--- src/hdl/ntf_pkg.sv ---
// ntf_pkg: shared types, codes, constants and the exp2 table generator
// for the note to frequency converter. No dependencies.
package ntf_pkg;

    localparam int TABLE_DEPTH_DEF  = 16;
    localparam int EXP_ROM_BITS_DEF = 6;

    // field widths
    localparam int NOTE_W     = 16;
    localparam int NOTE_INT_W = 8;
    localparam int FRAC_W     = 8;
    localparam int IDX_W      = 4;
    localparam int LOG2_W     = 16;
    localparam int STEPS_W    = 5;
    localparam int STEP_IDX_W = 4;
    localparam int PITCH_W    = 25;
    localparam int OCT_W      = 9;
    localparam int FREQ_W     = 32;
    localparam int S_TDATA_W  = 40;
    localparam int CFG_IDX_W  = 2;
    localparam int CFG_DATA_W = 32;
    localparam int ADDR_EXT_W = 7;

    typedef enum logic
    {
        CMD_CONVERT = 1'b0,
        CMD_WRITE   = 1'b1
    } cmd_t;

    typedef enum logic
    {
        MODE_EQUAL = 1'b0,
        MODE_TABLE = 1'b1
    } mode_t;

    typedef enum logic [CFG_IDX_W-1:0]
    {
        REG_TUNING_MODE = 2'd0,
        REG_STEPS       = 2'd1,
        REG_ROOT        = 2'd2
    } reg_idx_t;

    localparam mode_t              MODE_RESET  = MODE_EQUAL;
    localparam logic [STEPS_W-1:0] STEPS_RESET = 5'd12;
    localparam logic [FREQ_W-1:0]  ROOT_RESET  = 32'd23410149;

    // equal temperament: pitch = floor(note * 64 / 3), done as
    // floor(y / 3) - 2^21 with y = note * 64 + 3 * 2^21 kept positive
    localparam logic [22:0] EQ_BIAS_Y  = 23'd6291456;
    localparam logic [23:0] EQ_RECIP   = 24'd11184811;
    localparam int          EQ_SHIFT   = 25;
    localparam logic signed [PITCH_W-1:0] EQ_BIAS_Q = 25'sd2097152;

    localparam logic [31:0] LN2_Q32   = 32'd2977044472;
    localparam logic [16:0] OCTAVE_Q16 = 17'h10000;

    // one item on its way through the step divider
    typedef struct packed
    {
        cmd_t                        cmd;
        logic [IDX_W-1:0]            idx;
        logic [LOG2_W-1:0]           log2;
        logic [FRAC_W-1:0]           frac;
        logic                        neg;
        logic [NOTE_INT_W-1:0]       mag;
        logic signed [PITCH_W-1:0]   eq_pitch;
    } ntf_item_t;

    // ratio table access for one cycle
    typedef struct packed
    {
        logic                  wr_en;
        logic [IDX_W-1:0]      wr_addr;
        logic [LOG2_W-1:0]     wr_data;
        logic                  rd_en;
        logic [STEP_IDX_W-1:0] rd_addr0;
        logic [STEP_IDX_W-1:0] rd_addr1;
    } tbl_req_t;

    // 2^(idx / 2^bits) in Q2.30 from a truncated series of exp(x)
    function automatic logic [31:0] exp_rom_entry(input int unsigned idx,
                                                  input int unsigned bits);
        logic [63:0] x;
        logic [63:0] term;
        logic [63:0] sum;
        if (idx >= (32'd1 << bits))
            return 32'h8000_0000;
        x    = (64'(idx) * 64'(LN2_Q32)) >> bits;
        term = 64'd1 << 30;
        sum  = term;
        for (int Step = 1; Step <= 20; Step++)
        begin
            term = ((term * x) >> 32) / 64'(Step);
            sum  = sum + term;
        end
        return sum[31:0];
    endfunction

endpackage

--- src/hdl/ntf_div.sv ---
// ntf_div: pipelined restoring divider, one quotient bit per stage,
// splitting the note's integer magnitude by steps per octave. Uses ntf_pkg.
module ntf_div
(
    input  logic                              clk,
    input  logic                              rst_n,
    input  logic                              adv,
    input  logic                              in_valid,
    input  ntf_pkg::ntf_item_t                in_item,
    input  logic [ntf_pkg::STEPS_W-1:0]       divisor,
    output logic                              out_valid,
    output ntf_pkg::ntf_item_t                out_item,
    output logic [ntf_pkg::NOTE_INT_W-1:0]    out_quo,
    output logic [ntf_pkg::STEPS_W-1:0]       out_rem
);
    import ntf_pkg::*;

    localparam int STAGES = NOTE_INT_W;

    logic                  valid_reg [STAGES];
    ntf_item_t             item_reg  [STAGES];
    logic [STAGES-1:0]     quo_reg   [STAGES];
    logic [STEPS_W-1:0]    rem_reg   [STAGES];

    for (genvar g = 0; g < STAGES; g++)
    begin : g_stage
        logic               v_in;
        ntf_item_t          it_in;
        logic [STAGES-1:0]  q_in;
        logic [STEPS_W-1:0] r_in;
        logic [STEPS_W:0]   r_w;
        logic               fit;

        if (g == 0)
        begin : g_first
            assign v_in  = in_valid;
            assign it_in = in_item;
            assign q_in  = '0;
            assign r_in  = '0;
        end
        else
        begin : g_next
            assign v_in  = valid_reg[g-1];
            assign it_in = item_reg[g-1];
            assign q_in  = quo_reg[g-1];
            assign r_in  = rem_reg[g-1];
        end

        // partial remainder stays below the divisor, so one compare-subtract
        assign r_w = {r_in, it_in.mag[STAGES-1-g]};
        assign fit = (r_w >= {1'b0, divisor});

        always_ff @(posedge clk or negedge rst_n)
        begin
            if (!rst_n)
                valid_reg[g] <= 1'b0;
            else if (adv)
                valid_reg[g] <= v_in;
        end

        always_ff @(posedge clk)
        begin
            if (adv)
            begin
                item_reg[g] <= it_in;
                quo_reg[g]  <= {q_in[STAGES-2:0], fit};
                rem_reg[g]  <= fit ? STEPS_W'(r_w - {1'b0, divisor}) : r_w[STEPS_W-1:0];
            end
        end
    end

    assign out_valid = valid_reg[STAGES-1];
    assign out_item  = item_reg[STAGES-1];
    assign out_quo   = quo_reg[STAGES-1];
    assign out_rem   = rem_reg[STAGES-1];

endmodule

--- config.mk ---
export PLATFORM = sky130hd
export DESIGN_NAME = ntf_div
export DESIGN_NICKNAME = d
export VERILOG_FILES = /design/src/hdl/ntf_pkg.sv /design/src/hdl/ntf_div.sv
export SDC_FILE = /design/constraint.sdc
export NUM_CORES = 1
export LEC_CHECK = 0
export BUFFER_PORTS_ARGS = -buffer_cell sky130_fd_sc_hd__buf_2
export CAP_MARGIN = 20
export CORE_AREA = 2 2 283 285
export CTS_CLUSTER_SIZE = 8
export DETAILED_ROUTE_END_ITERATION = 10
export DIE_AREA = 0 0 285 287
export PLACE_DENSITY = 0.38
export SKIP_CTS_REPAIR_TIMING = 1
export SLEW_MARGIN = 20
export SYNTH_ARGS = -nofsm -noshare
export SYNTH_HDL_FRONTEND = slang
export SYNTH_SLANG_ARGS = --single-unit
--- constraint.sdc ---
create_clock -name clk -period 1.88 [get_ports clk]
set_input_delay 0.376 -clock clk [delete_from_list [all_inputs] [get_ports clk]]
set_output_delay 0.376 -clock clk [all_outputs]
set_load 0.02 [all_outputs]
# Yosys cells after proc, flatten, opt, wreduce, memory -nomap -nowiden
# Memories as Yosys holds them, arrays and structs flattened.
# Cells that the tools add are included.
dict set report op_classes {
  n_lt_le_gt_ge 8
  muxes 10
  n_addsub 8
}
# op count
set op_table {}
lappend op_table {{$ge 6x5->1} 7}
lappend op_table {{$mux 5} 8}
lappend op_table {{$sub 5x5->5} 7}
lappend op_table {{$ge 1x5->1} 1}
lappend op_table {{$sub 1x5->5} 1}
lappend op_table {{$mux 1} 2}
dict set report word_totals {
  ramBits 608
  word_cells 37
  mem_count 3
  register_bits 8
}
# name words word_bits rd rd_ports_with_merged_regs write_ports line_no
set mem_list {}
lappend mem_list {item_reg 8 63 8 0 8 ntf_div.sv:21} ;# ntf_item_t item_reg [STAGES];
lappend mem_list {quo_reg 8 8 8 0 8 ntf_div.sv:22} ;# logic [STAGES-1:0] quo_reg [STAGES];
lappend mem_list {rem_reg 8 5 8 0 8 ntf_div.sv:23} ;# logic [STEPS_W-1:0] rem_reg [STAGES];

# Logic depth before layout (Yosys ltp)
# An unclocked memory read counts as a cell.
dict set report logic_depth {
  word_depth 3
  depth_mapped 8
}

# Worst setup path before layout
# Ideal clock, no wire load.
dict set report synth_path {
  kind {input-to-reg}
  start {input divisor[1] in the netlist's numbering}
  end {memory rem_reg[1][3], in the netlist rem_reg[0][8] (data pin)}
  path_stages 6
  path_slack_ps -297
  t_required_ps 1620
  setup_time_ps 260
  arrival_ps 1917
  path_cell_list {inv_1 -> fa_1 -> a21oi_1 -> o21ai_2 -> nor2_4 -> mux2_2}
}
# item line_no
set synth_lines {}
lappend synth_lines {{from (decl)} ntf_div.sv:10} ;# input logic [ntf_pkg::STEPS_W-1:0] divisor,
lappend synth_lines {{to (decl)} ntf_div.sv:23}

==> run_summary.xml <==
<?xml version="1.0" encoding="UTF-8"?>
<metrics>
  <group name="status">
    <metric name="run_status" unit="">finished, violations left</metric>
    <metric name="violations" unit="">negative setup slack</metric>
  </group>
  <group name="route">
    <metric name="detail_route.drc_violations" unit="">0</metric>
    <metric name="dr_total_vias" unit="">8519</metric>
    <metric name="wl" unit="µm">31940</metric>
    <metric name="detail_route.iter0.violations" unit="">502</metric>
    <metric name="detailedRoute.firstPassIterationCount" unit="">4</metric>
    <metric name="wl_per_cell" unit="µm">13.97</metric>
    <metric name="ant_nets" unit="">0</metric>
    <metric name="detail_route.vias_per_cell" unit="">3.727</metric>
  </group>
  <group name="synthesis">
    <metric name="ys_seq_area_frac" unit="">0.9015</metric>
    <metric name="yosys_warnings" unit="">0</metric>
    <metric name="yosysUniqueCellTypes" unit="">30</metric>
    <metric name="synth_edf_count" unit="">580</metric>
    <metric name="mappedNetlistArea" unit="µm²">19540</metric>
    <metric name="post_synth_inst_count" unit="">831</metric>
    <metric name="synth.avg_cell_area" unit="µm²">23.52</metric>
    <metric name="synth_ff_type" unit="">sky130_fd_sc_hd__edfxtp_1</metric>
    <metric name="share_of_yosys_cell_area_claimed_by_the_top_area_cell_type" unit="">0.8913</metric>
    <metric name="synth_async_sr_flop_share" unit="">0.01361</metric>
    <metric name="mappedNetlistNets" unit="">947</metric>
    <metric name="yosys.cell_count.top_type" unit="">sky130_fd_sc_hd__edfxtp_1</metric>
    <metric name="flops_latches_synth" unit="">588</metric>
    <metric name="synth_common_cells" unit="">sky130_fd_sc_hd__edfxtp_1, sky130_fd_sc_hd__ha_1, sky130_fd_sc_hd__inv_1</metric>
    <metric name="netlist.top_cell.by_area" unit="">sky130_fd_sc_hd__edfxtp_1</metric>
    <metric name="synth.area.top_cells" unit="">sky130_fd_sc_hd__edfxtp_1, sky130_fd_sc_hd__ha_1, sky130_fd_sc_hd__dfrtp_1</metric>
  </group>
  <group name="clock_tree">
    <metric name="cts_buffer_count" unit="">85</metric>
    <metric name="cts.path.max_buffers" unit="">3</metric>
    <metric name="cts_tree" unit="">done</metric>
    <metric name="clock-sinks" unit="">588</metric>
    <metric name="clock_insertion_delay_worst_skew" unit="ns">0.61</metric>
    <metric name="worst_setup_hold_path_clk_slew" unit="ns">0.05</metric>
    <metric name="cts_root_buf" unit="">sky130_fd_sc_hd__clkbuf_16</metric>
    <metric name="cts.htree.levels" unit="">3</metric>
  </group>
  <group name="critical_path">
    <metric name="crit_top_cell" unit="">sky130_fd_sc_hd__inv_2</metric>
    <metric name="critical_path_arrival" unit="ns">2.44</metric>
    <metric name="cp.buffers_inverters" unit="">2</metric>
    <metric name="cp_launch_point" unit="">item_reg[0][217]</metric>
    <metric name="crit_path_start_kind" unit="">flip-flop</metric>
    <metric name="critPathKind" unit="">reg2reg</metric>
    <metric name="crit_family" unit="">adder cells</metric>
    <metric name="path_cells" unit="">inv_2 &gt; ha_4 &gt; inv_2 &gt; fa_2 &gt; a21oi_4 &gt; o21ai_4 &gt; nor2_4 &gt; mux2_4</metric>
    <metric name="crit_required" unit="ns">2.23</metric>
    <metric name="largest_fanout_of_any_net_on_the_critical_path" unit="">5</metric>
    <metric name="critPathSlowestCell" unit="">sky130_fd_sc_hd__edfxtp_1</metric>
    <metric name="regToRegStartpoint" unit="">item_reg[0][217]</metric>
    <metric name="cp-end-kind" unit="">flip-flop</metric>
    <metric name="slowest_delay" unit="ns">0.39</metric>
  </group>
  <group name="timing">
    <metric name="fmax" unit="MHz">478.2</metric>
    <metric name="fin_tns_setup" unit="ns">-4.354</metric>
    <metric name="finalSetupViolCount" unit="">33</metric>
    <metric name="worst_slew_pin_slew" unit="ns">0.4252</metric>
    <metric name="period_minus_slack" unit="ns">2.091</metric>
    <metric name="clock-skew-final" unit="ns">0.01019</metric>
    <metric name="postLayoutSetupSlackWorst" unit="ns">-0.2113</metric>
    <metric name="grt_setup_unrepaired" unit="">true</metric>
    <metric name="worst_hold_slack" unit="ns">0.1434</metric>
    <metric name="max_slew_headroom_at_the_worst_pin" unit="">0.7165</metric>
    <metric name="timing_max_transition_violations_final" unit="">0</metric>
    <metric name="fin_crit_sh" unit="">1.112</metric>
    <metric name="hold_violation_total_from_the_final_report" unit="">0</metric>
  </group>
  <group name="cells_and_area">
    <metric name="antenna_cells" unit="">0</metric>
    <metric name="n_fill_cell" unit="">7560</metric>
    <metric name="stdcell_area" unit="µm²">25810</metric>
    <metric name="final-seq-area" unit="µm²">17620</metric>
    <metric name="largest_reg_flops" unit="">504</metric>
    <metric name="combined_area_of_the_multi_input_logic_cells" unit="µm²">2034</metric>
    <metric name="drive_gt1_frac" unit="">0.3430</metric>
    <metric name="post_layout_nonfiller_instances" unit="">2286</metric>
    <metric name="nNetsFinal" unit="">1335</metric>
    <metric name="area_growth_from_synthesis_to_layout" unit="%">32.07</metric>
  </group>
  <group name="placement">
    <metric name="numPlacedInstances" unit="">2106</metric>
    <metric name="port_buffers" unit="">148</metric>
    <metric name="globalplace.congestion" unit="">0.6865</metric>
    <metric name="dp_hpwl" unit="µm">18260</metric>
    <metric name="post_dp_cell_area" unit="µm²">22520</metric>
  </group>
  <group name="floorplanning">
    <metric name="top_level_pins" unit="">149</metric>
    <metric name="floorplan.die_area" unit="µm²">81800</metric>
    <metric name="fp.coreArea" unit="µm²">78610</metric>
    <metric name="dieWidth" unit="µm">285</metric>
    <metric name="chipHeight" unit="µm">287</metric>
    <metric name="initial_utilization" unit="">0.2486</metric>
    <metric name="placement_rows" unit="">103</metric>
  </group>
  <group name="global_route">
    <metric name="grt_antenna_before_repair" unit="">0</metric>
    <metric name="grt_first_pass_wirelength" unit="µm">48780</metric>
    <metric name="grtUsageTotal" unit="">0.07760</metric>
    <metric name="first_global_vias" unit="">8539</metric>
    <metric name="grt_start_max_net_pins" unit="">65</metric>
    <metric name="grt_overflow" unit="">0</metric>
  </group>
  <group name="pwr">
    <metric name="power.clock.fraction" unit="">0.417</metric>
    <metric name="share_comb_of_total_power" unit="">0.093</metric>
    <metric name="power-per-cell-area" unit="nW/µm²">1269</metric>
    <metric name="netSwitchingPower" unit="mW">7.312</metric>
    <metric name="internal_power" unit="mW">25.43</metric>
    <metric name="leakage" unit="nW">9.257</metric>
    <metric name="peakVddDrop" unit="mV">0.6846</metric>
    <metric name="p_total" unit="mW">32.75</metric>
    <metric name="seqPwrFrac" unit="">0.491</metric>
    <metric name="switching_share" unit="">0.2233</metric>
  </group>
  <group name="min_path">
    <metric name="worst_hold_path_type" unit="">in2async</metric>
  </group>
  <group name="run">
    <metric name="cap_viol_max_count" unit="">0</metric>
  </group>
</metrics>
-- path summary, 6_finish.rpt --
kind	to	slack, ns	depth (start not counted)
max	rem_reg[1][1]	-0.21	8
min	g_stage[6].v_in	0.14	2
max reg2reg	rem_reg[1][1]	-0.21	8
min reg2reg	item_reg[1][85]	0.41	0
max in group asynchronous	g_stage[7].v_in	1.57	2
min in group clk	item_reg[0][73]	0.16	1
-- power groups by stage --
stage               combinational [mW]  sequential, mW  clock, mW
CTS                               2.66            16.1       14.4
detailed placement                2.65            16.3          0
floorplan                         1.31            16.3          0
global placement                  2.61            16.3          0
global route                      3.35            16.2       14.9
finish                            3.04            16.1       13.6
-- metrics by stage --
stage	setup slack, ns	utilization
CTS	-0.2959	0.3164
finish	-0.2113	0.3283
global placement	-0.3832	0.2864
global route	-0.2862	0.3283
detailed placement	-0.4405	0.2864
floorplan	-0.1450	-
-- cell type report --
| cell class | count | area share |
|---|---|---|
| Inverter | 35 | 0.005236 |
| Tap cell | 1050 | 0.05090 |
| Clock buffer | 92 | 0.08343 |
| Clock inverter | 12 | 0.007757 |
| Multi-Input combinational cell | 207 | 0.07883 |
| Sequential cell | 588 | 0.6826 |
| Timing Repair Buffer | 302 | 0.09124 |
-- worst register-to-register path: stages, from the launching register on --
cell,delay [ns]
sky130_fd_sc_hd__edfxtp_1,0.39
sky130_fd_sc_hd__inv_2,0.10
sky130_fd_sc_hd__ha_4,0.14
sky130_fd_sc_hd__inv_2,0.04
sky130_fd_sc_hd__fa_2,0.36
sky130_fd_sc_hd__a21oi_4,0.21
sky130_fd_sc_hd__o21ai_4,0.09
sky130_fd_sc_hd__nor2_4,0.20
sky130_fd_sc_hd__mux2_4,0.31
-- cells in the final DEF (no fill, tap or decap), types with 14 or more instances in the layout --
cell type / count
sky130_fd_sc_hd__inv_2: 14
sky130_fd_sc_hd__buf_12: 21
sky130_fd_sc_hd__dlygate4sd3_1: 65
sky130_fd_sc_hd__buf_2: 147
sky130_fd_sc_hd__nand2_1: 21
sky130_fd_sc_hd__clkbuf_16: 85
sky130_fd_sc_hd__nor2_1: 22
sky130_fd_sc_hd__mux2_4: 21
sky130_fd_sc_hd__inv_1: 20
sky130_fd_sc_hd__ha_1: 32
sky130_fd_sc_hd__buf_4: 62
sky130_fd_sc_hd__edfxtp_1: 580
-- metal layers --
layer | GRT usage | vias up | routed length [µm]
li1 | - | 4032 | -
met1 | 0.1009 | 4246 | 14690
met2 | 0.1150 | 170 | 14320
met3 | 0.02873 | 71 | 1970
met4 | 0.03613 | 0 | 952
met5 | 0 | - | 0
-- kinds of logic (layout without fill, tap and decap cells) --
family	count (synthesis)	in the layout	share of synthesized area
DFF	588	588	0.9015
and+or+nand+nor	80	80	0.02139
adders and majority gates	44	44	0.03086
muxes	36	36	0.02087
buffers and inverters	36	441	0.006915
AOI/OAI and AO/OA	32	32	0.01172
xor gates and xnor gates	15	15	0.006723
Power figures use the tool's default switching activity.
