`config.mk`:
```
export PLATFORM = sky130hd
export DESIGN_NAME = ntf_table
export DESIGN_NICKNAME = d
export VERILOG_FILES = /design/src/hdl/ntf_pkg.sv /design/src/hdl/ntf_table.sv
export SDC_FILE = /design/constraint.sdc
export NUM_CORES = 1
export LEC_CHECK = 0
export BUFFER_PORTS_ARGS = -buffer_cell sky130_fd_sc_hd__buf_2
export CORE_MARGIN = 2
export CORE_UTILIZATION = 65
export DETAILED_ROUTE_END_ITERATION = 12
export PLACE_DENSITY = 0.94
export SETUP_SLACK_MARGIN = 0.1
export SLEW_MARGIN = 20
export SYNTH_ARGS = -nofsm -noshare
export SYNTH_HDL_FRONTEND = slang
export SYNTH_SLANG_ARGS = --single-unit
```
`constraint.sdc`:
```
create_clock -name clk -period 3.9 [get_ports clk]
set_clock_uncertainty 0.1 [all_clocks]
set_input_delay 0.195 -clock clk [delete_from_list [all_inputs] [get_ports clk]]
set_output_delay 0.195 -clock clk [all_outputs]
set_load 0.01 [all_outputs]
```
`src/hdl/ntf_pkg.sv`:
```
// ntf_pkg: shared types, codes, constants and the exp2 table generator
// for the note to frequency converter. No dependencies.
package ntf_pkg;

    localparam int TABLE_DEPTH_DEF  = 16;
    localparam int EXP_ROM_BITS_DEF = 6;

    // field widths
    localparam int NOTE_W     = 16;
    localparam int NOTE_INT_W = 8;
    localparam int FRAC_W     = 8;
    localparam int IDX_W      = 4;
    localparam int LOG2_W     = 16;
    localparam int STEPS_W    = 5;
    localparam int STEP_IDX_W = 4;
    localparam int PITCH_W    = 25;
    localparam int OCT_W      = 9;
    localparam int FREQ_W     = 32;
    localparam int S_TDATA_W  = 40;
    localparam int CFG_IDX_W  = 2;
    localparam int CFG_DATA_W = 32;
    localparam int ADDR_EXT_W = 7;

    typedef enum logic
    {
        CMD_CONVERT = 1'b0,
        CMD_WRITE   = 1'b1
    } cmd_t;

    typedef enum logic
    {
        MODE_EQUAL = 1'b0,
        MODE_TABLE = 1'b1
    } mode_t;

    typedef enum logic [CFG_IDX_W-1:0]
    {
        REG_TUNING_MODE = 2'd0,
        REG_STEPS       = 2'd1,
        REG_ROOT        = 2'd2
    } reg_idx_t;

    localparam mode_t              MODE_RESET  = MODE_EQUAL;
    localparam logic [STEPS_W-1:0] STEPS_RESET = 5'd12;
    localparam logic [FREQ_W-1:0]  ROOT_RESET  = 32'd23410149;

    // equal temperament: pitch = floor(note * 64 / 3), done as
    // floor(y / 3) - 2^21 with y = note * 64 + 3 * 2^21 kept positive
    localparam logic [22:0] EQ_BIAS_Y  = 23'd6291456;
    localparam logic [23:0] EQ_RECIP   = 24'd11184811;
    localparam int          EQ_SHIFT   = 25;
    localparam logic signed [PITCH_W-1:0] EQ_BIAS_Q = 25'sd2097152;

    localparam logic [31:0] LN2_Q32   = 32'd2977044472;
    localparam logic [16:0] OCTAVE_Q16 = 17'h10000;

    // one item on its way through the step divider
    typedef struct packed
    {
        cmd_t                        cmd;
        logic [IDX_W-1:0]            idx;
        logic [LOG2_W-1:0]           log2;
        logic [FRAC_W-1:0]           frac;
        logic                        neg;
        logic [NOTE_INT_W-1:0]       mag;
        logic signed [PITCH_W-1:0]   eq_pitch;
    } ntf_item_t;

    // ratio table access for one cycle
    typedef struct packed
    {
        logic                  wr_en;
        logic [IDX_W-1:0]      wr_addr;
        logic [LOG2_W-1:0]     wr_data;
        logic                  rd_en;
        logic [STEP_IDX_W-1:0] rd_addr0;
        logic [STEP_IDX_W-1:0] rd_addr1;
    } tbl_req_t;

    // 2^(idx / 2^bits) in Q2.30 from a truncated series of exp(x)
    function automatic logic [31:0] exp_rom_entry(input int unsigned idx,
                                                  input int unsigned bits);
        logic [63:0] x;
        logic [63:0] term;
        logic [63:0] sum;
        if (idx >= (32'd1 << bits))
            return 32'h8000_0000;
        x    = (64'(idx) * 64'(LN2_Q32)) >> bits;
        term = 64'd1 << 30;
        sum  = term;
        for (int Step = 1; Step <= 20; Step++)
        begin
            term = ((term * x) >> 32) / 64'(Step);
            sum  = sum + term;
        end
        return sum[31:0];
    endfunction

endpackage

```
`src/hdl/ntf_table.sv`:
```
// ntf_table: ratio table memory, one write port and two registered read ports.
// Uses ntf_pkg for the request struct.
module ntf_table
#(
    parameter int TABLE_DEPTH = ntf_pkg::TABLE_DEPTH_DEF
)
(
    input  logic                          clk,
    input  ntf_pkg::tbl_req_t             req,
    output logic [ntf_pkg::LOG2_W-1:0]    rd_data0,
    output logic [ntf_pkg::LOG2_W-1:0]    rd_data1
);
    import ntf_pkg::*;

    localparam int AW = (TABLE_DEPTH > 1) ? $clog2(TABLE_DEPTH) : 1;

    logic [LOG2_W-1:0]     mem [TABLE_DEPTH];
    logic [ADDR_EXT_W-1:0] wr_ext;
    logic [ADDR_EXT_W-1:0] rd_ext0;
    logic [ADDR_EXT_W-1:0] rd_ext1;
    logic                  wr_in_range;

    assign wr_ext      = ADDR_EXT_W'(req.wr_addr);
    assign rd_ext0     = ADDR_EXT_W'(req.rd_addr0);
    assign rd_ext1     = ADDR_EXT_W'(req.rd_addr1);
    // writes past the table are dropped
    assign wr_in_range = (wr_ext < ADDR_EXT_W'(TABLE_DEPTH));

    always_ff @(posedge clk)
    begin
        if (req.wr_en && wr_in_range)
            mem[wr_ext[AW-1:0]] <= req.wr_data;
        if (req.rd_en)
        begin
            rd_data0 <= mem[rd_ext0[AW-1:0]];
            rd_data1 <= mem[rd_ext1[AW-1:0]];
        end
    end

endmodule

```
# After elaboration in Yosys (flattened, before gate mapping)

Memories as Yosys holds them, arrays and structs flattened. A register that Yosys moved wholly into a read port is not among the register bits.
Index checks and enable logic that the tools add are counted.

Memories kept: 1
Memory bits (writable): 256
Register bits after elaboration: 0
Output and inout port bits: 32
Word-level logic and storage cells: 5

Reductions and logical operators: 1
Multiplexer cells: 2
$lt $le $gt $ge: 1

Memories:

| memory | words | bits a word | rd ports | clocked after memory_dff | wr ports | line            | text |
|---|---|---|---|---|---|---|---|
| mem    | 16    | 16          | 2        | 2                        | 1        | ntf_table.sv:17 | `logic [LOG2_W-1:0] mem [TABLE_DEPTH];` |

Operator list:

| kind                 | count |
|---|---|
| $lt A4 B5 Y1 const B | 1 |
| $mux W1              | 2 |
| $logic_and A1 B1 Y1  | 1 |

# Logic depth before layout (Yosys ltp)

Gate-level depths: netlist of run 1.

Depth in word-level cells: 4
Gate-level depth with buffers: 5

# Worst setup path before layout of run 1

OpenSTA, ideal clock, no wires.

Kind: input -> register
Start: in req[27] in the netlist's numbering
End: mem mem[0][0], enable pin
Setup time: 409 ps
Arrival time: 1,841 ps
Setup slack: 1,550 ps
Cell stages on the path: 2
Cell sequence: or3b_2 -> nor3_1

Longest elaborated chain between the ends: 4

RTL lines:

| element                       | line            | text |
|---|---|---|
| start, declared               | ntf_table.sv:9  | `input ntf_pkg::tbl_req_t req,` |
| $lt A4 B5 Y1                  | ntf_table.sv:27 | `assign wr_in_range = (wr_ext < ADDR_EXT_W'(TABLE_DEPTH));` |
| $logic_and A1 B1 Y1           | ntf_table.sv:31 | `if (req.wr_en && wr_in_range)` |
| $mux W1                       | ntf_table.sv:31 |  |
| $mux W1 (implied by the code) | ntf_table.sv:32 | `mem[wr_ext[AW-1:0]] <= req.wr_data;` |
| end, declared                 | ntf_table.sv:17 |  |

Parallel ways exist; a longest one is shown, timed or not.

==> results.json, run 1 <==
{
  "cts_root_buf": "clkbuf_16",
  "grt_pass1_wl_um": 48000,
  "worst-path-buf-inv": 2,
  "dr.pass1.iters": 7,
  "cp-end-kind": "register",
  "wl_per_cell_um": 33.7,
  "syn-cell-area_um2": 12700,
  "antenna_cells": 0,
  "num_rows": 51,
  "fp.coreArea_um2": 19300,
  "cp_top_family": "buffers and inverters",
  "fin_setup_tns_ns": 0,
  "drive_gt1_frac": 0.350,
  "syn_nets": 616,
  "die_h_um": 144,
  "antenna_found_initial": 0,
  "synthCells": 585,
  "gp_congestion": 0.782,
  "fin_cells": 963,
  "grt_max_degree": 65,
  "postSynth.asyncResetShare": 0,
  "worstMarginPinSlew_ns": 1.06,
  "clkLatencyLatePin_ns": 0.54,
  "ys_ff_latch": 288,
  "area.growth.synth_to_final_pct": 13.2,
  "hold_class": "input pin to register",
  "ir_worst_vdd_mv": 0.409,
  "p_comb_frac": 0.077,
  "fmax_mhz": 520,
  "viasPerCell": 7.49,
  "min_period_ns": 1.92,
  "power_switching_mw": 1.44,
  "p_total_mw": 6.77,
  "die_w_um": 144,
  "reg2reg_slack_ns": 2.15,
  "post-synth-top-area-cell": "edfxtp_1",
  "cap_violations": 0,
  "synth_top_area_frac": 0.682,
  "drtIter0Drc": 980,
  "gr-usage-all-layers": 0.331,
  "grt_pass1_vias": 7659,
  "drc": 0,
  "slew_headroom": 0.291,
  "hold_viol": 0,
  "rsz0062_at_grt": "false",
  "cts_made_buffers": 27,
  "dpl.cell_count": 898,
  "vias": 7215,
  "worstSetupPathType": "input pin to register",
  "setup_viol": 0,
  "cts.clk_slew.worst_paths_ns": 0.07,
  "synth-edff-count": 288,
  "htreeDepth": 1,
  "yosys_warnings": 0,
  "critical_path_arrival_ns": 2.09,
  "crit_required_ns": 4.06,
  "io_buffer_count": 62,
  "seq_area_frac_synth": 0.682,
  "swShare": 0.213,
  "globalRouteOverflowTotal": 0,
  "fin_crit_sh": 0.493,
  "postLayoutCoreUtil": 0.743,
  "seqPwrFrac": 0.524,
  "synthTopCellsByCount": "edfxtp_1 (288), mux4_2 (102), a22oi_1 (64)",
  "status": "finished, final reports clean",
  "cts_buffer_depth": 3,
  "post_cts_resized": 0,
  "avgSynthCellArea_um2": 21.7,
  "cpMaxStageDelayCell": "mux4_1",
  "ant_nets": 0,
  "synthTopCellsByArea": "edfxtp_1 (68%), mux4_2 (18%), mux4_1 (5.0%)",
  "p_int_mw": 5.33,
  "ios": 63,
  "clkPwrFrac": 0.399,
  "cp_common_cell": "buf_4",
  "clock_sinks": 288,
  "powerDensity_nw_per_um2": 471,
  "cts_tree": "yes",
  "wl_um": 32500,
  "drv_slew": 0,
  "die_area_um2": 20700,
  "final_nets": 709,
  "start_kind": "input pin",
  "initial_core_util": 0.656,
  "synth-main-ff-cell": "edfxtp_1",
  "synth.distinct_cells": 23,
  "critPathMaxStageDelay_ns": 0.58,
  "leakage_nw": 4.76,
  "cp_max_fo": 33,
  "yosysMostFrequentCell": "edfxtp_1",
  "dpl.hpwl_um": 17800,
  "cp_cell_sequence": "buf_4 -> buf_4 -> mux4_1 -> a22oi_1 -> nand2_1"
}
[worst paths after layout]
check	startpoint	endpoint	cells after the start
worst max-delay path	req[4]	rd_data0[5]$_DFFE_PP_	5
worst min-delay path	req[5]	rd_data0[2]$_DFFE_PP_	4
worst max register to register	mem[2][1]$_DFFE_PP_	rd_data1[1]$_DFFE_PP_	3
worst min register to register	mem[14][7]$_DFFE_PP_	rd_data1[7]$_DFFE_PP_	3
[power by group through the flow]
stage / Clock, mW / Combinational, mW / Sequential (mW)
after floorplan: 0 / 0.309 / 3.61
after global placement: 0 / 0.471 / 3.59
after detailed placement: 0 / 0.500 / 3.61
after CTS: 2.71 / 0.519 / 3.54
after global routing: 2.83 / 0.552 / 3.55
final: 2.70 / 0.522 / 3.54
[stage by stage]
step	hold slack, ns	worst slack, ns	instance area [um^2]
global placement	0.439	1.54	13300
finish	0.221	1.98	14400
floorplan	0.194	1.55	12700
global route	0.247	1.84	14400
CTS	0.206	1.95	14400
detailed placement	0.477	1.44	13300
[flip-flops by register name (all words and copies together), names as in the netlist]
name,cells
mem,256
rd_data0,16
rd_data1,16
[repair_timing]
item / 4_1_cts / 5_1_grt
endpoints found under the hold margin: 256 / 0
setup buffers: 0 / 0
hold buffers: 16 / 0
[worst reg2reg max path, cell delays in order (launching register included)]
cell and delay (ns):
edfxtp_1 0.44, mux4_4 0.62, a22oi_1 0.26, nand2_1 0.08
[per-layer routing]
layer / wire [um] / track usage
met2: 15900 / 0.525
met3: 4470 / 0.0876
met1: 10500 / 0.444
met5: 0 / 0
met4: 1590 / 0.144
[layout make-up]
cell class	count	area (um^2)
clock inverter	19	214
sequential	288	8650
tap	265	332
fill	1034	4970
clock buffer	30	687
multi-input combinational	255	3770
timing repair buffer	106	711
[kinds of logic after synthesis]
kind of cell    Yosys count  share of synthesized area
flops                   288                      0.682
mux                     128                      0.235
compound gates           64                     0.0379
simple gates             63                     0.0217
buf+inv                  42                     0.0243
[layout by cell type, fill, tap and decap left out]
cell and instances:
a22oi_1 64, and2_1 2, buf_12 2, buf_2 60, buf_4 28, bufinv_16 5
clkbuf_1 3, clkbuf_16 27, clkinv_1 9, clkinv_2 3, clkinvlp_4 2, dlygate4sd3_1 16
edfxtp_1 288, mux4_1 24, mux4_2 102, mux4_4 2, nand2_1 33, nand2b_1 2
nand3_1 1, nand3b_1 2, nor2_1 6, nor2_2 8, nor2b_1 4, nor3_2 4
or3b_2 1
Note: power is estimated with default switching activity, not from simulation.
==> run 2: changes to the inputs <==
--- a/config.mk
+++ b/config.mk
@@ -7,9 +7,9 @@
 export LEC_CHECK = 0
 export BUFFER_PORTS_ARGS = -buffer_cell sky130_fd_sc_hd__buf_2
 export CORE_MARGIN = 2
-export CORE_UTILIZATION = 65
+export CORE_UTILIZATION = 61
 export DETAILED_ROUTE_END_ITERATION = 12
-export PLACE_DENSITY = 0.94
+export PLACE_DENSITY = 0.89
 export SETUP_SLACK_MARGIN = 0.1
 export SLEW_MARGIN = 20
 export SYNTH_ARGS = -nofsm -noshare
==> constraint.sdc (replaced) <==
create_clock -name clk -period 1.95 [get_ports clk]
set_clock_uncertainty 0.1 [all_clocks]
set_input_delay 0.0975 -clock clk [delete_from_list [all_inputs] [get_ports clk]]
set_output_delay 0.0975 -clock clk [all_outputs]
set_load 0.01 [all_outputs]
==> results.json, run 2 (same netlist as run 1, synthesis figures left out) <==
{
  "drc": 0,
  "antenna_cells": 0,
  "cp_max_fo": 2,
  "die_w_um": 148,
  "min_period_ns": 1.68,
  "wl_met3_um": 4630,
  "die_h_um": 148,
  "critical_path_arrival_ns": 1.87,
  "cts_root_buf": "clkbuf_16",
  "globalRouteOverflowTotal": 0,
  "largest_reg_flops": 256,
  "drtIter0Drc": 1299,
  "post_cts_resized": 0,
  "drv_slew": 0,
  "slew_headroom": 0.276,
  "wl_per_cell_um": 33.7,
  "start_kind": "register",
  "setup_viol": 0,
  "dr.pass1.iters": 5,
  "antenna_found_initial": 0,
  "cp-end-kind": "register",
  "ios": 63,
  "viasPerCell": 7.42,
  "layout_common_cells": "edfxtp_1 (288), mux4_2 (102), a22oi_1 (64)",
  "num_rows": 52,
  "final_nets": 726,
  "grt_max_degree": 43,
  "ir_worst_vdd_mv": 0.905,
  "clkLatencyLatePin_ns": 0.57,
  "leakage_nw": 4.90,
  "dpl.cell_count": 917,
  "grt_pass1_vias": 7602,
  "clock_sinks": 288,
  "cts_tree": "yes",
  "worstSetupPathType": "register to register",
  "worstMarginPinSlew_ns": 1.09,
  "dpl.hpwl_um": 18800,
  "gr-usage-all-layers": 0.310,
  "cts_made_buffers": 29,
  "fin_cells": 985,
  "status": "finished, final reports clean",
  "ant_nets": 0,
  "drive_gt1_frac": 0.383,
  "cts.clk_slew.worst_paths_ns": 0.06,
  "hold_class": "input pin to register",
  "fin_ws_ns": 0.273,
  "final_common_cell": "edfxtp_1",
  "cp_cell_sequence": "mux4_2 -> a22oi_1 -> nand2_1",
  "area.growth.synth_to_final_pct": 15.6,
  "critPathMaxStageDelay_ns": 0.47,
  "crit_required_ns": 2.15,
  "fin_crit_sh": 0.860,
  "top_layer": "met4",
  "cts_buffer_depth": 3,
  "powerDensity_nw_per_um2": 932,
  "fp.coreArea_um2": 20300,
  "pre_cts_slack_ns": -0.0390,
  "gp_congestion": 0.785,
  "die_area_um2": 22000,
  "met2_length_um": 15800,
  "post-cts-setup-buffers": 0,
  "cp_top_family": "multiplexers",
  "htreeDepth": 1,
  "cpMaxStageDelayCell": "mux4_2",
  "vias": 7306,
  "postLayoutCoreUtil": 0.723,
  "hold_viol": 0,
  "wl_met1_um": 11400,
  "io_buffer_count": 62,
  "cap_violations": 0,
  "rsz0062_at_grt": "false",
  "initial_core_util": 0.625,
  "worst-path-buf-inv": 0,
  "wl_um": 33200,
  "grt_pass1_wl_um": 48700,
  "hold_buffers": 17,
  "fmax_mhz": 596
}
[run 2: path summary, 6_finish.rpt]
path / cells past startpoint / to / from / slack, ns
max: 3 / rd_data1[8]$_DFFE_PP_ / mem[2][8]$_DFFE_PP_ / 0.27
min: 3 / mem[0][10]$_DFFE_PP_ / req[26] / 0.05
max reg2reg: 3 / rd_data1[8]$_DFFE_PP_ / mem[2][8]$_DFFE_PP_ / 0.27
min reg2reg: 3 / rd_data0[15]$_DFFE_PP_ / mem[4][15]$_DFFE_PP_ / 0.69
[run 2: area by class of cell]
type | count | area, um^2
Sequential cell | 288 | 8650
Fill cell | 1125 | 5630
Multi-Input combinational cell | 255 | 3790
Timing Repair Buffer | 121 | 963
Clock buffer | 31 | 733
Tap cell | 270 | 338
Clock inverter | 20 | 194
[run 2: worst reg2reg max path: stages, from the launching register on]
cell      delay [ns]
edfxtp_1        0.40
mux4_2          0.47
a22oi_1         0.29
nand2_1         0.15
[run 2: power breakdown]
part,switching (mW),internal [mW]
Sequential,0.0812,7.01
Clock,2.35,3.12
Combinational,0.608,0.504
[run 2: per-layer routing]
metal | global-route usage | vias to the layer above
met5 | 0 | -
met1 | 0.436 | 3721
met2 | 0.482 | 659
met3 | 0.0859 | 121
met4 | 0.107 | 0
li1 | - | 2805
[run 2: per-stage QoR]
step | power [mW] | area [um^2] | setup TNS [ns] | hold WS [ns]
2_1_floorplan | 7.83 | 12700 | 0 | 0.0964
6_report | 13.7 | 14700 | 0 | 0.0472
3_3_place_gp | 8.20 | 13600 | 0 | 0.343
3_5_place_dp | 8.27 | 13600 | -0.173 | 0.384
5_1_grt | 13.9 | 14700 | 0 | 0.0631
4_1_cts | 13.6 | 14700 | 0 | 0.0386
