## src/hdl/ntf_pkg.sv

```systemverilog
// ntf_pkg: shared types, codes, constants and the exp2 table generator
// for the note to frequency converter. No dependencies.
package ntf_pkg;

    localparam int TABLE_DEPTH_DEF  = 16;
    localparam int EXP_ROM_BITS_DEF = 6;

    // field widths
    localparam int NOTE_W     = 16;
    localparam int NOTE_INT_W = 8;
    localparam int FRAC_W     = 8;
    localparam int IDX_W      = 4;
    localparam int LOG2_W     = 16;
    localparam int STEPS_W    = 5;
    localparam int STEP_IDX_W = 4;
    localparam int PITCH_W    = 25;
    localparam int OCT_W      = 9;
    localparam int FREQ_W     = 32;
    localparam int S_TDATA_W  = 40;
    localparam int CFG_IDX_W  = 2;
    localparam int CFG_DATA_W = 32;
    localparam int ADDR_EXT_W = 7;

    typedef enum logic
    {
        CMD_CONVERT = 1'b0,
        CMD_WRITE   = 1'b1
    } cmd_t;

    typedef enum logic
    {
        MODE_EQUAL = 1'b0,
        MODE_TABLE = 1'b1
    } mode_t;

    typedef enum logic [CFG_IDX_W-1:0]
    {
        REG_TUNING_MODE = 2'd0,
        REG_STEPS       = 2'd1,
        REG_ROOT        = 2'd2
    } reg_idx_t;

    localparam mode_t              MODE_RESET  = MODE_EQUAL;
    localparam logic [STEPS_W-1:0] STEPS_RESET = 5'd12;
    localparam logic [FREQ_W-1:0]  ROOT_RESET  = 32'd23410149;

    // equal temperament: pitch = floor(note * 64 / 3), done as
    // floor(y / 3) - 2^21 with y = note * 64 + 3 * 2^21 kept positive
    localparam logic [22:0] EQ_BIAS_Y  = 23'd6291456;
    localparam logic [23:0] EQ_RECIP   = 24'd11184811;
    localparam int          EQ_SHIFT   = 25;
    localparam logic signed [PITCH_W-1:0] EQ_BIAS_Q = 25'sd2097152;

    localparam logic [31:0] LN2_Q32   = 32'd2977044472;
    localparam logic [16:0] OCTAVE_Q16 = 17'h10000;

    // one item on its way through the step divider
    typedef struct packed
    {
        cmd_t                        cmd;
        logic [IDX_W-1:0]            idx;
        logic [LOG2_W-1:0]           log2;
        logic [FRAC_W-1:0]           frac;
        logic                        neg;
        logic [NOTE_INT_W-1:0]       mag;
        logic signed [PITCH_W-1:0]   eq_pitch;
    } ntf_item_t;

    // ratio table access for one cycle
    typedef struct packed
    {
        logic                  wr_en;
        logic [IDX_W-1:0]      wr_addr;
        logic [LOG2_W-1:0]     wr_data;
        logic                  rd_en;
        logic [STEP_IDX_W-1:0] rd_addr0;
        logic [STEP_IDX_W-1:0] rd_addr1;
    } tbl_req_t;

    // 2^(idx / 2^bits) in Q2.30 from a truncated series of exp(x)
    function automatic logic [31:0] exp_rom_entry(input int unsigned idx,
                                                  input int unsigned bits);
        logic [63:0] x;
        logic [63:0] term;
        logic [63:0] sum;
        if (idx >= (32'd1 << bits))
            return 32'h8000_0000;
        x    = (64'(idx) * 64'(LN2_Q32)) >> bits;
        term = 64'd1 << 30;
        sum  = term;
        for (int Step = 1; Step <= 20; Step++)
        begin
            term = ((term * x) >> 32) / 64'(Step);
            sum  = sum + term;
        end
        return sum[31:0];
    endfunction

endpackage

```

## src/hdl/ntf_exp2.sv

```systemverilog
// ntf_exp2: pitch to frequency, exp2 table with linear interpolation,
// root multiply and shift with saturation, ending in the output register. Uses ntf_pkg.
module ntf_exp2
#(
    parameter int EXP_ROM_BITS = ntf_pkg::EXP_ROM_BITS_DEF
)
(
    input  logic                                clk,
    input  logic                                rst_n,
    input  logic                                adv,
    input  logic                                in_valid,
    input  ntf_pkg::cmd_t                       in_cmd,
    input  logic signed [ntf_pkg::PITCH_W-1:0]  in_pitch,
    input  logic [ntf_pkg::FREQ_W-1:0]          root,
    output logic                                out_valid,
    output logic [ntf_pkg::FREQ_W-1:0]          out_freq,
    output logic                                out_sat
);
    import ntf_pkg::*;

    localparam int FB    = 16 - EXP_ROM_BITS;
    localparam int ROM_N = 1 << EXP_ROM_BITS;

    logic [31:0] rom_w [ROM_N+1];

    for (genvar g = 0; g <= ROM_N; g++)
    begin : g_rom
        assign rom_w[g] = exp_rom_entry(g, EXP_ROM_BITS);
    end

    // table lookup and slope product
    logic [EXP_ROM_BITS-1:0] ri;
    logic [EXP_ROM_BITS:0]   ri_lo;
    logic [EXP_ROM_BITS:0]   ri_hi;
    logic [FB-1:0]           sub;
    logic [31:0]             rom_a;
    logic [31:0]             rom_b;
    logic [31+FB:0]          dprod;

    assign ri    = in_pitch[15:FB];
    assign sub   = in_pitch[FB-1:0];
    assign ri_lo = {1'b0, ri};
    assign ri_hi = ri_lo + 1'b1;
    assign rom_a = rom_w[ri_lo];
    assign rom_b = rom_w[ri_hi];
    assign dprod = (32+FB)'(rom_b - rom_a) * (32+FB)'(sub);

    logic                     v1_reg, v2_reg, v3_reg, v4_reg;
    cmd_t                     cmd1_reg, cmd2_reg, cmd3_reg;
    logic signed [OCT_W-1:0]  k1_reg, k2_reg, k3_reg;
    logic [31:0]              a1_reg;
    logic [31+FB:0]           dprod1_reg;
    logic [31:0]              mant2_reg;
    logic [63:0]              prod3_reg;
    logic [FREQ_W-1:0]        freq_reg;
    logic                     sat_reg;

    always_ff @(posedge clk or negedge rst_n)
    begin
        if (!rst_n)
        begin
            v1_reg <= 1'b0;
            v2_reg <= 1'b0;
            v3_reg <= 1'b0;
            v4_reg <= 1'b0;
        end
        else if (adv)
        begin
            v1_reg <= in_valid;
            v2_reg <= v1_reg;
            v3_reg <= v2_reg;
            v4_reg <= v3_reg;
        end
    end

    // final shift by the octave and clamp
    logic signed [OCT_W:0] rdist;
    logic [OCT_W:0]        ldist;
    logic [63:0]           shr;
    logic [63:0]           hi_part;
    logic [FREQ_W-1:0]     freq_next;
    logic                  sat_next;

    assign rdist = 10'sd30 - $signed({k3_reg[OCT_W-1], k3_reg});
    assign ldist = -rdist;

    always_comb
    begin
        freq_next = '0;
        sat_next  = 1'b0;
        shr       = prod3_reg >> rdist[7:0];
        hi_part   = prod3_reg >> (7'd32 - ldist[6:0]);
        if (cmd3_reg == CMD_WRITE)
        begin
            freq_next = '0;
            sat_next  = 1'b0;
        end
        else if (!rdist[OCT_W])
        begin
            if (shr[63:32] != '0)
            begin
                freq_next = '1;
                sat_next  = 1'b1;
            end
            else
                freq_next = shr[31:0];
        end
        else if (prod3_reg == '0)
            freq_next = '0;
        else if (ldist[6:0] >= 7'd32 || hi_part != '0)
        begin
            freq_next = '1;
            sat_next  = 1'b1;
        end
        else
            freq_next = prod3_reg[31:0] << ldist[4:0];
    end

    always_ff @(posedge clk)
    begin
        if (adv)
        begin
            cmd1_reg   <= in_cmd;
            k1_reg     <= in_pitch[PITCH_W-1:16];
            a1_reg     <= rom_a;
            dprod1_reg <= dprod;

            cmd2_reg   <= cmd1_reg;
            k2_reg     <= k1_reg;
            mant2_reg  <= a1_reg + dprod1_reg[31+FB:FB];

            cmd3_reg   <= cmd2_reg;
            k3_reg     <= k2_reg;
            prod3_reg  <= 64'(root) * 64'(mant2_reg);

            freq_reg   <= freq_next;
            sat_reg    <= sat_next;
        end
    end

    assign out_valid = v4_reg;
    assign out_freq  = freq_reg;
    assign out_sat   = sat_reg;

endmodule

```

## config.mk

```make
export PLATFORM = sky130hd
export DESIGN_NAME = ntf_exp2
export DESIGN_NICKNAME = d
export VERILOG_FILES = /design/src/hdl/ntf_pkg.sv /design/src/hdl/ntf_exp2.sv
export SDC_FILE = /design/constraint.sdc
export NUM_CORES = 2
export LEC_CHECK = 0
export ABC_CLOCK_PERIOD_IN_PS = 14000
export BUFFER_PORTS_ARGS = -buffer_cell sky130_fd_sc_hd__buf_2
export CELL_PAD_IN_SITES_DETAIL_PLACEMENT = 1
export CELL_PAD_IN_SITES_GLOBAL_PLACEMENT = 1
export CORE_UTILIZATION = 56
export CTS_CLUSTER_DIAMETER = 100
export DETAILED_ROUTE_END_ITERATION = 12
export PLACE_DENSITY_LB_ADDON = 0.1
export SETUP_SLACK_MARGIN = 0.3
export SYNTH_ARGS = -nofsm -noshare
export SYNTH_HDL_FRONTEND = slang
export SYNTH_SLANG_ARGS = --single-unit
export TNS_END_PERCENT = 10
```

## constraint.sdc

```tcl
create_clock -name clk -period 14 [get_ports clk]
set_input_delay 1.4 -clock clk [delete_from_list [all_inputs] [get_ports clk]]
set_output_delay 1.4 -clock clk [all_outputs]
set_load 0.005 [all_outputs]
```

; Word level (Yosys, flattened, before mapping)
; Memories as Yosys holds them, arrays and structs flattened.
; Cells that the tools add are included.
[op_classes]
n_addsub = 6
mul = 2
order_cmp = 3
n_shift = 3
n_mux = 12
bitwise_logic = 2
reduce_logical = 4
[op_table]
columns = op, count
row1 = $mux 32, 8
row2 = $logic_not 64->1, 1
row3 = $mul 32x32->64, 1
row4 = $reduce_bool 64->1, 1
row5 = $shr 64x7->64, 1
row6 = $shr 64x8->64, 1
row7 = $mul 33x11->42, 1
row8 = $sub 32x32->33, 1
row9 = $add 32x32->32, 1
row10 = $reduce_bool 32->1, 1
row11 = $shl 32x5->32, 1
row12 = $ge 8x8->1 const B, 2
row13 = $sub 6x9->10 const A, 1
row14 = $not 6->8, 1
row15 = $not 7->8, 1
row16 = $add 6x1->7 const B, 1
row17 = $ge 7x6->1 const B, 1
row18 = $neg 7->7, 1
row19 = $sub 6x7->7 const A, 1
row20 = $mux 1, 4
row21 = $logic_or 1x1->1, 1
[totals]
reg_bits = 237
romBits = 8192
input_bits = 62
out_inout_bits = 34
mem_count = 2
[mem_list]
columns = memory, words, width, read_ports, rd_clocked_by_memory_dff, write_ports, line_no
row1 = (name not given), 128, 32, 1, 0, 0, ntf_exp2.sv:45  ; assign rom_b = rom_w[ri_hi];
row2 = (name not given), 128, 32, 1, 0, 0, ntf_exp2.sv:44  ; assign rom_a = rom_w[ri_lo];

; Longest topological paths before layout
[logic_depth]
depth_word = 9
depth_mapped = 47

; Least setup slack after synthesis
; No wires, ideal clock.
[synth_path]
path_type = in2reg
startpoint = in in_pitch[12] (netlist bit)
endpoint = reg dprod1_reg[41] (data pin)
setup_time_ns = 0.268
t_arrival_ns = 11.379
path_slack_ns = 2.353
cell_stages = 45
path_cell_list = clkbuf_1 -> clkinv_1 -> clkbuf_1 -> buf_1 -> ha_1 -> clkbuf_1 -> clkbuf_1 -> clkbuf_1 -> o221ai_1 -> nand2_1 -> o21ai_0 -> a211o_1 -> ha_1 -> fa_1 -> nand2b_1 -> a21boi_0 -> o21ai_0 -> a21oi_1 -> [9 not listed] -> fa_1 -> inv_1 -> fa_1 -> fa_1 -> inv_1 -> fa_1 -> inv_1 -> ha_1 -> a21o_1 -> a21oi_1 -> inv_1 -> a211oi_1 -> a211o_1 -> nand2_1 -> a211oi_1 -> o21ai_0 -> a21oi_1 -> xnor3_1
[synth_between]
elab_chain_cells = 7
[synth_lines]
columns = item, line_no
row1 = start: declaration, ntf_exp2.sv:13  ; input logic signed [ntf_pkg::PITCH_W-1:0] in_pitch,
row2 = $add 6x1->7, ntf_exp2.sv:43  ; assign ri_hi = ri_lo + 1'b1;
row3 = $not 7->8 (not written as such), ntf_exp2.sv:45
row4 = $mem_v2 128x32, n/a
row5 = $mux 32 (not written as such) (2 in series), ntf_exp2.sv:45
row6 = $sub 32x32->33 (*), ntf_exp2.sv:46  ; assign dprod = (32+FB)'(rom_b - rom_a) * (32+FB)'(sub);
row7 = $mul 33x11->42 (*), ntf_exp2.sv:46
row8 = named net dprod[41], ntf_exp2.sv:38  ; logic [31+FB:0] dprod;
row9 = end signal: assignment, ntf_exp2.sv:126  ; dprod1_reg <= dprod;
row10 = end: declaration, ntf_exp2.sv:52  ; logic [31+FB:0] dprod1_reg;
; The timed path passes the listed nets; every way through them passes the cells marked *. The select of a mux whose other input is x is not followed.
; A chain may end at the register's enable or synchronous reset.

; Final worst setup path
[layout_path]
startpoint = in in_pitch[11] (netlist bit)
endpoint = reg dprod1_reg[41] (data pin)
; The elaborated chain is that of the path after synthesis.

==> impl_metrics.toml <==
[clock_tree]
cts_inserted_buffers = 29
cts_setup_buffers = 0
ctsLongestPathBuffers = 3
htreeDepth = 1
insertion_delay_ns = 0.63
cts_hold_buffers = 0
clk_pin_slew_worst_paths_ns = 0.06
root_buffer = "clkbuf_16"
cts_tree = "yes"
post_cts_resized = 0
numClockSinks = 225

[grt]
grt-ovfl-total = 0
grt_pass1_vias = 63700
grt_util_all_layers_pct = 41.0
grt_pass1_wl_um = 374000
antenna_found_initial = 6
grt_max_degree = 113

[sta]
worst_slew_pin_slew_ns = 1.33
fin_ws_ns = 1.16
fin_tns_setup_ns = 0
report.final.slew_viol_count = 0
hold_violations = 0
slew_headroom_pct = 9.93
setup_violations = 0
worst_hold_slack_ns = 0.421
fin_worst_skew_ns = 0.0178
period_minus_slack_ns = 12.84
finalCritPeriodShare_pct = 91.7
rsz0062_at_grt = "false"
fmax_mhz = 77.9

[floorplan]
die_h_um = 345
pin_count = 96
core_area_um2 = 116000
die-area_um2 = 119000
rows = 125
start_util_pct = 56.6
die_w_um = 345

[drt]
ant_nets = 0
wl_per_cell_um = 26.7
avgViaCountPerCell = 6.31
drt_iter0_markers = 5070
firstDrtPassIters = 6
drc = 0
finalWirelength_um = 243000
vias = 57400

[worst_setup_path]
critPathMaxFanout = 27
cp_top_family = "compound AO/OA/AOI/OAI gates"
critPathMaxStageDelay_ns = 1.04
required_ns = 14.36
cp_slowest_cell = "a2111oi_0"
path_buf_inv = 9
end_kind = "register"
critPathLaunchType = "input pin"
path_common_cell = "a21o_1"
cp.arrival_ns = 13.20
critical_path_class = "in2reg"

[placement]
pre_cts_slack_ns = 0.805
place_congestion = 0.986
hpwl_um = 184000
io_buffers = 95

[min_path]
hp-class = "reg2reg"

[synth]
syn_avg_cell_area_um2 = 8.50
synth_edf_count = 221
syn-num-nets = 9425
async_flop_share_pct = 1.78
yosys_warnings = 0
ys_ff_latch = 225
ys_seq_area_share_pct = 10.2
synthDistinctLibCells = 86
synth_ff_type = "edfxtp_1"
syn_area_um2 = 65900
syn_inst = 7751

[finish]
drive_gt1_share_pct = 5.74
nets = 9226
largest_register_ffs = 64
area_delta_synth_final_pct = 4.34

[flow_run]
max_cap_viol_count = 0

[status]
status = "complete, no violations"
## worst reg2reg max path, delay by kind of cell, from the launching register on
family	cells	cell delay [ns]
AND/OR/NAND/NOR	2	0.41
buffers and inverters	8	0.96
flip-flops	1	0.36
XOR/XNOR	1	0.15
AO/OA/AOI/OAI	7	3.15
adder cells (fa/ha/maj)	9	4.62
## placed cells by master (no fill, tap or decap), drive strengths merged, types with 47 or more instances in the layout
cell    count
xnor2     119
a211oi     80
a21oi     363
xor2       55
mux2       47
ha        442
nor2      352
nor3      129
inv      1333
and2      465
o211ai     70
a21o       95
edfxtp    221
fa       1170
nand3      86
buf       255
mux2i     113
a31oi      60
o21ai     250
nand2    1247
## stage by stage
step	utilization (%)	cells	instance area, µm²
after CTS	59.1	9098	68800
final	59.1	9099	68800
after global routing	59.1	9099	68800
after detailed placement	58.2	9045	67800
after floorplan	-	7751	65900
after global placement	58.2	9045	67800
## cells by family (layout without fill, tap and decap cells)
| logic type | Yosys count | in the layout | share of synthesized area [%] |
|---|---|---|---|
| AOI/OAI and AO/OA | 1223 | 1223 | 11.9 |
| xor gates and xnor gates | 175 | 175 | 2.37 |
| adders and majority gates | 1612 | 1612 | 43.9 |
| buffers and inverters | 1817 | 1640 | 10.5 |
| DFF | 225 | 225 | 10.2 |
| muxes | 190 | 190 | 3.54 |
| other | 0 | 1 | 0 |
| and+or+nand+nor | 2509 | 2509 | 17.5 |
## routing by layer
metal / GRT usage, % / share of wire, % / wire [µm]
met1: 49.2 / 37 / 89700
met4: 26.7 / 7.4 / 18000
met2: 69.1 / 49 / 118000
met3: 5.72 / 7.0 / 16900
met5: 0 / 0.010 / 25
## cell usage after synthesis (19+ instances only)
| master | count | share of area, % |
|---|---|---|
| inv_1 | 1328 | 7.6 |
| nand2_1 | 1247 | 7.1 |
| fa_1 | 1170 | 36 |
| and2_1 | 464 | 4.4 |
| ha_1 | 442 | 8.4 |
| clkbuf_1 | 402 | 2.3 |
| a21oi_1 | 353 | 2.7 |
| nor2_1 | 351 | 2.0 |
| o21ai_0 | 246 | 1.9 |
| edfxtp_1 | 221 | 10 |
| nor3_1 | 128 | 0.97 |
| xnor2_1 | 117 | 1.6 |
| mux2i_1 | 113 | 1.7 |
| a21o_1 | 95 | 1.1 |
| nand3_1 | 86 | 0.65 |
| a211oi_1 | 80 | 0.91 |
| o211ai_1 | 70 | 0.80 |
| a31oi_1 | 60 | 0.57 |
| xor2_1 | 55 | 0.73 |
| mux2_2 | 46 | 0.79 |
| buf_1 | 45 | 0.26 |
| nor2b_1 | 43 | 0.41 |
| nand2b_1 | 36 | 0.34 |
| nand4_1 | 36 | 0.34 |
| o22ai_1 | 31 | 0.29 |
| mux4_2 | 30 | 1.0 |
| and3_1 | 26 | 0.25 |
| o21a_1 | 26 | 0.30 |
| a22oi_1 | 25 | 0.28 |
| a311oi_1 | 25 | 0.33 |
| buf_2 | 21 | 0.16 |
| nor4_1 | 21 | 0.20 |
| o21bai_1 | 20 | 0.23 |
| o311ai_0 | 19 | 0.25 |
## path summary, 6_finish.rpt
check | startpoint | to | slack [ns] | cells after the start
setup / recovery | in_pitch[11] | dprod1_reg[41] | 1.16 | 43
max in group asynchronous | rst_n | v2_reg | 13.30 | 1
hold reg to reg | k2_reg[3] | k3_reg[3] | 0.42 | 0
hold / removal | k2_reg[3] | k3_reg[3] | 0.42 | 0
setup reg to reg | mant2_reg[18] | prod3_reg[60] | 4.13 | 27
min in group asynchronous | rst_n | v3_reg | 0.58 | 1
## layout make-up
| cell class | count | area, µm² |
|---|---|---|
| Inverter | 1332 | 5000 |
| Tap cell | 1524 | 1910 |
| Clock buffer | 32 | 737 |
| Fill cell | 13900 | 47600 |
| Sequential cell | 225 | 6740 |
| Timing Repair Buffer | 255 | 1730 |
| Antenna cell | 1 | 2.50 |
| Clock inverter | 21 | 263 |
| Multi-Input combinational cell | 5709 | 52400 |
Power is left out: the tool's default activity adds up to more than one toggle a clock period on the data nets, which glitch-free logic cannot reach.
